$ cat src/frl_pkg.sv
// ----------------------------------------------------------------------------
// frl_pkg
// Shared types and constants of the fixed-window rate limiter.
// ----------------------------------------------------------------------------
package frl_pkg;

  localparam int unsigned ENTRIES     = 256;
  localparam int unsigned KINDS       = 5;
  localparam int unsigned IDX_W       = 8;
  localparam int unsigned US_PER_MS   = 1000;
  localparam int unsigned ROUND_UP_US = 999;
  localparam int unsigned DIV_W       = 64;
  localparam int unsigned DVSR_W      = 42;
  localparam int unsigned CNT_W       = 7;

  // The retry time is (x >> 3) / 125, worked one byte per cycle, each digit
  // found by a reciprocal multiplication.
  localparam int unsigned RET_DIGITS  = 5;
  localparam int unsigned RET_DIV     = 125;
  localparam int unsigned RET_RECIP   = 33555;
  localparam int unsigned RET_SHIFT   = 22;

  typedef struct packed {
    logic [63:0] window_begin;
    logic [31:0] used_count;
    logic [31:0] rejected_count;
  } mem_word_t;

  typedef enum logic [2:0] {
    ST_IDLE,
    ST_RD,
    ST_LOAD,
    ST_DIV1,
    ST_CHECK,
    ST_DIV2,
    ST_FIN
  } state_e;

endpackage

$ cat src/frl_div.sv
// ----------------------------------------------------------------------------
// frl_div
// Restoring divider, one quotient bit per cycle.
// ----------------------------------------------------------------------------
module frl_div (
  input  logic                       clk_i,
  input  logic                       rst_ni,
  input  logic                       start_i,
  input  logic [frl_pkg::DIV_W-1:0]  dividend_i,
  input  logic [frl_pkg::DVSR_W-1:0] divisor_i,
  output logic                       done_o,
  output logic [frl_pkg::DVSR_W-1:0] rem_o
);

  logic [frl_pkg::DVSR_W:0]   rem_q, rem_d, trial;
  logic [frl_pkg::DIV_W-1:0]  q_q, q_d;
  logic [frl_pkg::DVSR_W-1:0] dvsr_q;
  logic [frl_pkg::CNT_W-1:0]  cnt_q, cnt_d;
  logic                       busy_q, busy_d, done_q, done_d;
  logic                       fits;

  always_comb begin
    trial  = {rem_q[frl_pkg::DVSR_W-1:0], q_q[frl_pkg::DIV_W-1]};
    fits   = trial >= {1'b0, dvsr_q};
    rem_d  = rem_q;
    q_d    = q_q;
    cnt_d  = cnt_q;
    busy_d = busy_q;
    done_d = 1'b0;
    if (start_i) begin
      rem_d  = '0;
      q_d    = dividend_i;
      cnt_d  = frl_pkg::CNT_W'(frl_pkg::DIV_W);
      busy_d = 1'b1;
    end else if (busy_q) begin
      rem_d = fits ? trial - {1'b0, dvsr_q} : trial;
      q_d   = {q_q[frl_pkg::DIV_W-2:0], fits};
      cnt_d = cnt_q - frl_pkg::CNT_W'(1);
      if (cnt_q == frl_pkg::CNT_W'(1)) begin
        busy_d = 1'b0;
        done_d = 1'b1;
      end
    end
  end

  always_ff @(posedge clk_i or negedge rst_ni) begin
    if (!rst_ni) begin
      busy_q <= 1'b0;
      done_q <= 1'b0;
      cnt_q  <= '0;
    end else begin
      busy_q <= busy_d;
      done_q <= done_d;
      cnt_q  <= cnt_d;
    end
  end

  always_ff @(posedge clk_i) begin
    rem_q <= rem_d;
    q_q   <= q_d;
    if (start_i) begin
      dvsr_q <= divisor_i;
    end
  end

  assign done_o = done_q;
  assign rem_o  = rem_q[frl_pkg::DVSR_W-1:0];

endmodule

$ cat config.mk
export PLATFORM = sky130hd
export DESIGN_NAME = frl_div
export DESIGN_NICKNAME = d
export VERILOG_FILES = /design/src/frl_pkg.sv /design/src/frl_div.sv
export SDC_FILE = /design/constraint.sdc
export NUM_CORES = 1
export LEC_CHECK = 0
export BUFFER_PORTS_ARGS = -buffer_cell sky130_fd_sc_hd__buf_2
export CORE_MARGIN = 5
export CORE_UTILIZATION = 61
export DETAILED_ROUTE_END_ITERATION = 6
export PLACE_DENSITY = 0.86
export SYNTH_ARGS = -nofsm -noshare
export SYNTH_HDL_FRONTEND = slang
export SYNTH_SLANG_ARGS = --single-unit
$ cat constraint.sdc
create_clock -name clk_i -period 5.84 [get_ports clk_i]
set_clock_uncertainty 0.05 [all_clocks]
set_input_delay 0 -clock clk_i [delete_from_list [all_inputs] [get_ports clk_i]]
set_output_delay 0 -clock clk_i [all_outputs]
set_load 0.01 [all_outputs]
==> metrics.csv <==
stage,metric,value,unit
min_path,Hold Startpoint,start_i,
route,DR iter-0 viols,424,
sta,Fmax achieved,0.2614,GHz
synthesis,"FFs w/ async S/R, synth",0.05732,
route,router iterations before antenna repair,5,
setup_path,WP data arrival,4.13,ns
place,I/O Buffers,151,
place,dpl ws,2.068,ns
synthesis,sequential-to-total area share from yosys stat,0.5010,
power,Power Dens Cells,435.6,nW/um^2
grt,first-pass GRT wire length,36.34,mm
min_path,HP Class,input port to flip-flop,
clocking,H-tree levels,4,
synthesis,Synth Warn #,0,
grt,vias in the first global route,7123,
synthesis,"Primary FF master, synth",edfxtp_1,
setup_path,R2R Path Start,rem_q[9]$_SDFFE_PP0P_,
clocking,CTS tree,yes,
sta,actual slew at the worst max-slew pin,0.9206,ns
grt,antenna violations before repair,0,
grt,gr usage total,0.2847,
setup_path,crit path from,rem_q[9]$_SDFFE_PP0P_,
clocking,CTS sink cnt,157,
run_status,status,"finished, final reports clean",
finish,area of the multi-input gates,3875,sq um
sta,Final period util,0.6550,
finish,Filler cells,840,
route,final wirelength,22.84,mm
synthesis,Post-Syn Nets,951,
synthesis,count of cell types in the netlist,58,
floorplanning,Die Y,127.9,um
finish,ANT cells,0,
place,Final HPWL DP,13.85,mm
synthesis,Post-Syn Instances,797,
grt,grt ovf,0,
setup_path,crit-path max FO,43,
sta,Pins Over Slew Limit,0,
place,placed inst area,9345,sq um
sta,Hold Worst Slack,0.1890,ns
power,Tot Pwr,4.797,mW
synthesis,Mapped Area,8482,sq um
floorplanning,Core Region,13770,sq um
sta,final-report hold violation count,0,
power,maximum VDD drop,0.2468,mV
floorplanning,I/O pin count,152,
floorplanning,Die W,127.9,um
synthesis,"EDFF count, synth",106,
setup_path,CP required,6.14,ns
sta,Final min period,3.825,ns
clocking,cts repair resizes,0,
floorplanning,num rows,43,
place,routability cong.,0.9014,
grt,largest net degree at the start of global routing,79,
sta,Finish-stage setup viols,0,
clocking,"Clk pin slew, worst setup/hold paths",0.07,ns
sta,Relative slew margins,0.3863,
route,post-route ant nets,0,
setup_path,Worst setup EP type,flip-flop,
setup_path,CP startpoint kind,flip-flop,
clocking,worst skew pair latency,0.43,ns
route,vias per cell,5.689,
sta,RSZ-0062 raised after global routing,false,
clocking,clk buf depth,2,
clocking,Post-CTS Setup Repair Bufs,0,
synthesis,Synth Register Bits,157,
floorplanning,Die Area,16360,sq um
finish,layout cells sized above 1,0.2406,
route,vias,7054,
finish,sequential cell area,4250,sq um
route,WL/cell,18.42,um
finish,finished layout cell area,11010,sq um
finish,Area Growth Syn to Fin,29.83,%
clocking,"Hold-fix buffers, CTS",108,
setup_path,crit path kind,flip-flop to flip-flop,
power,Leak,4.816,nW
route,Residual DRC,0,
clocking,Num CTS Buffers,17,
sta,Setup TNS,0,ns
floorplanning,Initial Util,0.6158,
synthesis,Mean Syn Cell Area,10.64,sq um
sta,PnR worst setup slack,2.015,ns
finish,final net count,1201,
clocking,Clock Root Buffer,clkbuf_16,
flow_run,maxcap violations,0,
[layout by cell type, fill, tap and decap left out, types with 4 or more instances in the layout]
cell           Yosys  final
edfxtp_1         106    106
dfxtp_1           42     42
inv_6              0      5
nor2b_1            6      6
nand2b_1           8      8
nand2_1           40     40
nor2_1            87     87
nand4_1            8      8
a21o_1            10     10
mux2_2            63     63
inv_1             55     54
nand3_1           12     12
ha_1              44     44
o21bai_1          12     12
buf_4              1      5
a211oi_1          34     34
xor2_1            17     17
a22oi_1            6      6
o21ai_0           29     29
dlygate4sd3_1      0    108
o21a_1             4      4
xnor2_1           26     26
a21oi_1           79     79
mux2i_1            6      6
clkbuf_16          0     19
and3_1             7      7
buf_2              4    150
a31oi_1            6      6
dfrtp_1            9      8
nor3_1             4      4
[metrics by stage]
| stage | utilization | cells |
|---|---|---|
| 2_1_floorplan | - | 797 |
| 3_3_place_gp | 0.6785 | 1100 |
| 3_5_place_dp | 0.6785 | 1100 |
| 4_1_cts | 0.7995 | 1240 |
| 5_1_grt | 0.7995 | 1240 |
| 6_report | 0.7995 | 1240 |
[layer usage]
layer | GRT usage | up-vias | share of wire
li1 | - | 3397 | -
met1 | 0.3425 | 3334 | 0.40
met2 | 0.4963 | 279 | 0.51
met3 | 0.08250 | 44 | 0.071
met4 | 0.08489 | 0 | 0.024
met5 | 0 | - | 0
[power by group]
part	leakage (nW)	total (mW)	switching, mW	internal [mW]
sequential	1.54	1.66	0.209	1.45
combinational	2.99	2.04	1.16	0.875
clock	0.284	1.10	0.486	0.617
[critical path, cell delays in order, from the launching register on]
cell and delay, ns:
dfxtp_1 0.34, ha_1 0.38, a21oi_1 0.23, o21a_1 0.17, and3_1 0.15, a21oi_1 0.11, a31oi_1 0.41, o21ai_1 0.16
a21oi_4 0.61, buf_4 0.49, and2_0 0.37, a22oi_1 0.11, o21ai_0 0.11
[registers in the layout, summed over array words and instances, names as in the netlist]
signal and count:
q_q 64, rem_q 42, cnt_q 7, done_o 1, busy_q 1, dvsr_q 42
[cells in the mapped netlist, drive strengths merged (4+ instances only)]
| cell type | number | area [sq um] |
|---|---|---|
| o21bai | 12 | 90.09 |
| a21oi | 80 | 411.7 |
| nor2b | 6 | 37.54 |
| ha | 44 | 550.5 |
| a22oi | 6 | 45.04 |
| and2 | 4 | 25.02 |
| dfxtp | 42 | 840.8 |
| buf | 11 | 72.57 |
| mux2 | 63 | 709.4 |
| nand2b | 8 | 50.05 |
| nor3 | 4 | 20.02 |
| a31oi | 6 | 37.54 |
| a211oi | 35 | 267.8 |
| nand4 | 8 | 50.05 |
| dfrtp | 9 | 225.2 |
| clkbuf | 21 | 78.83 |
| edfxtp | 106 | 3183 |
| xnor2 | 26 | 227.7 |
| mux2i | 6 | 60.06 |
| o21ai | 31 | 155.1 |
| nor2 | 87 | 326.6 |
| nand3 | 12 | 60.06 |
| xor2 | 17 | 148.9 |
| inv | 55 | 206.5 |
| a21o | 10 | 75.07 |
| nand2 | 40 | 150.1 |
| and3 | 7 | 43.79 |
| o21a | 4 | 30.03 |
[area by class of cell]
cell class	count	share of cell area
flip-flops and latches	157	0.3860
multi-input cells	553	0.3519
repair buffers	263	0.1698
clock buffers	21	0.04477
well taps	180	0.02045
inverters	55	0.01875
clock inverters	11	0.008408
[logic make-up (layout without fill, tap and decap cells)]
family	Yosys count	count (layout)	synth area share
fa+ha+maj	45	45	0.06727
simple gates	190	190	0.1019
flops	157	157	0.5010
compound gates	206	206	0.1525
xor+xnor	43	43	0.04440
mux	69	69	0.09072
buf+inv	87	350	0.04219
[path summary, 6_finish.rpt]
check	to	slack [ns]	cells after the start
worst max-delay path	rem_q[39]$_SDFFE_PP0P_	2.01	12
max in group asynchronous	busy_q$_DFF_PN0_	4.89	3
worst min register to register	rem_q[11]$_SDFFE_PP0P_	0.47	2
worst max register to register	rem_q[39]$_SDFFE_PP0P_	2.01	12
min in group asynchronous	cnt_q[5]$_DFFE_PN0P_	0.53	3
worst min-delay path	dvsr_q[3]$_DFFE_PP_	0.19	1
Note: power is estimated with default switching activity, not from simulation.
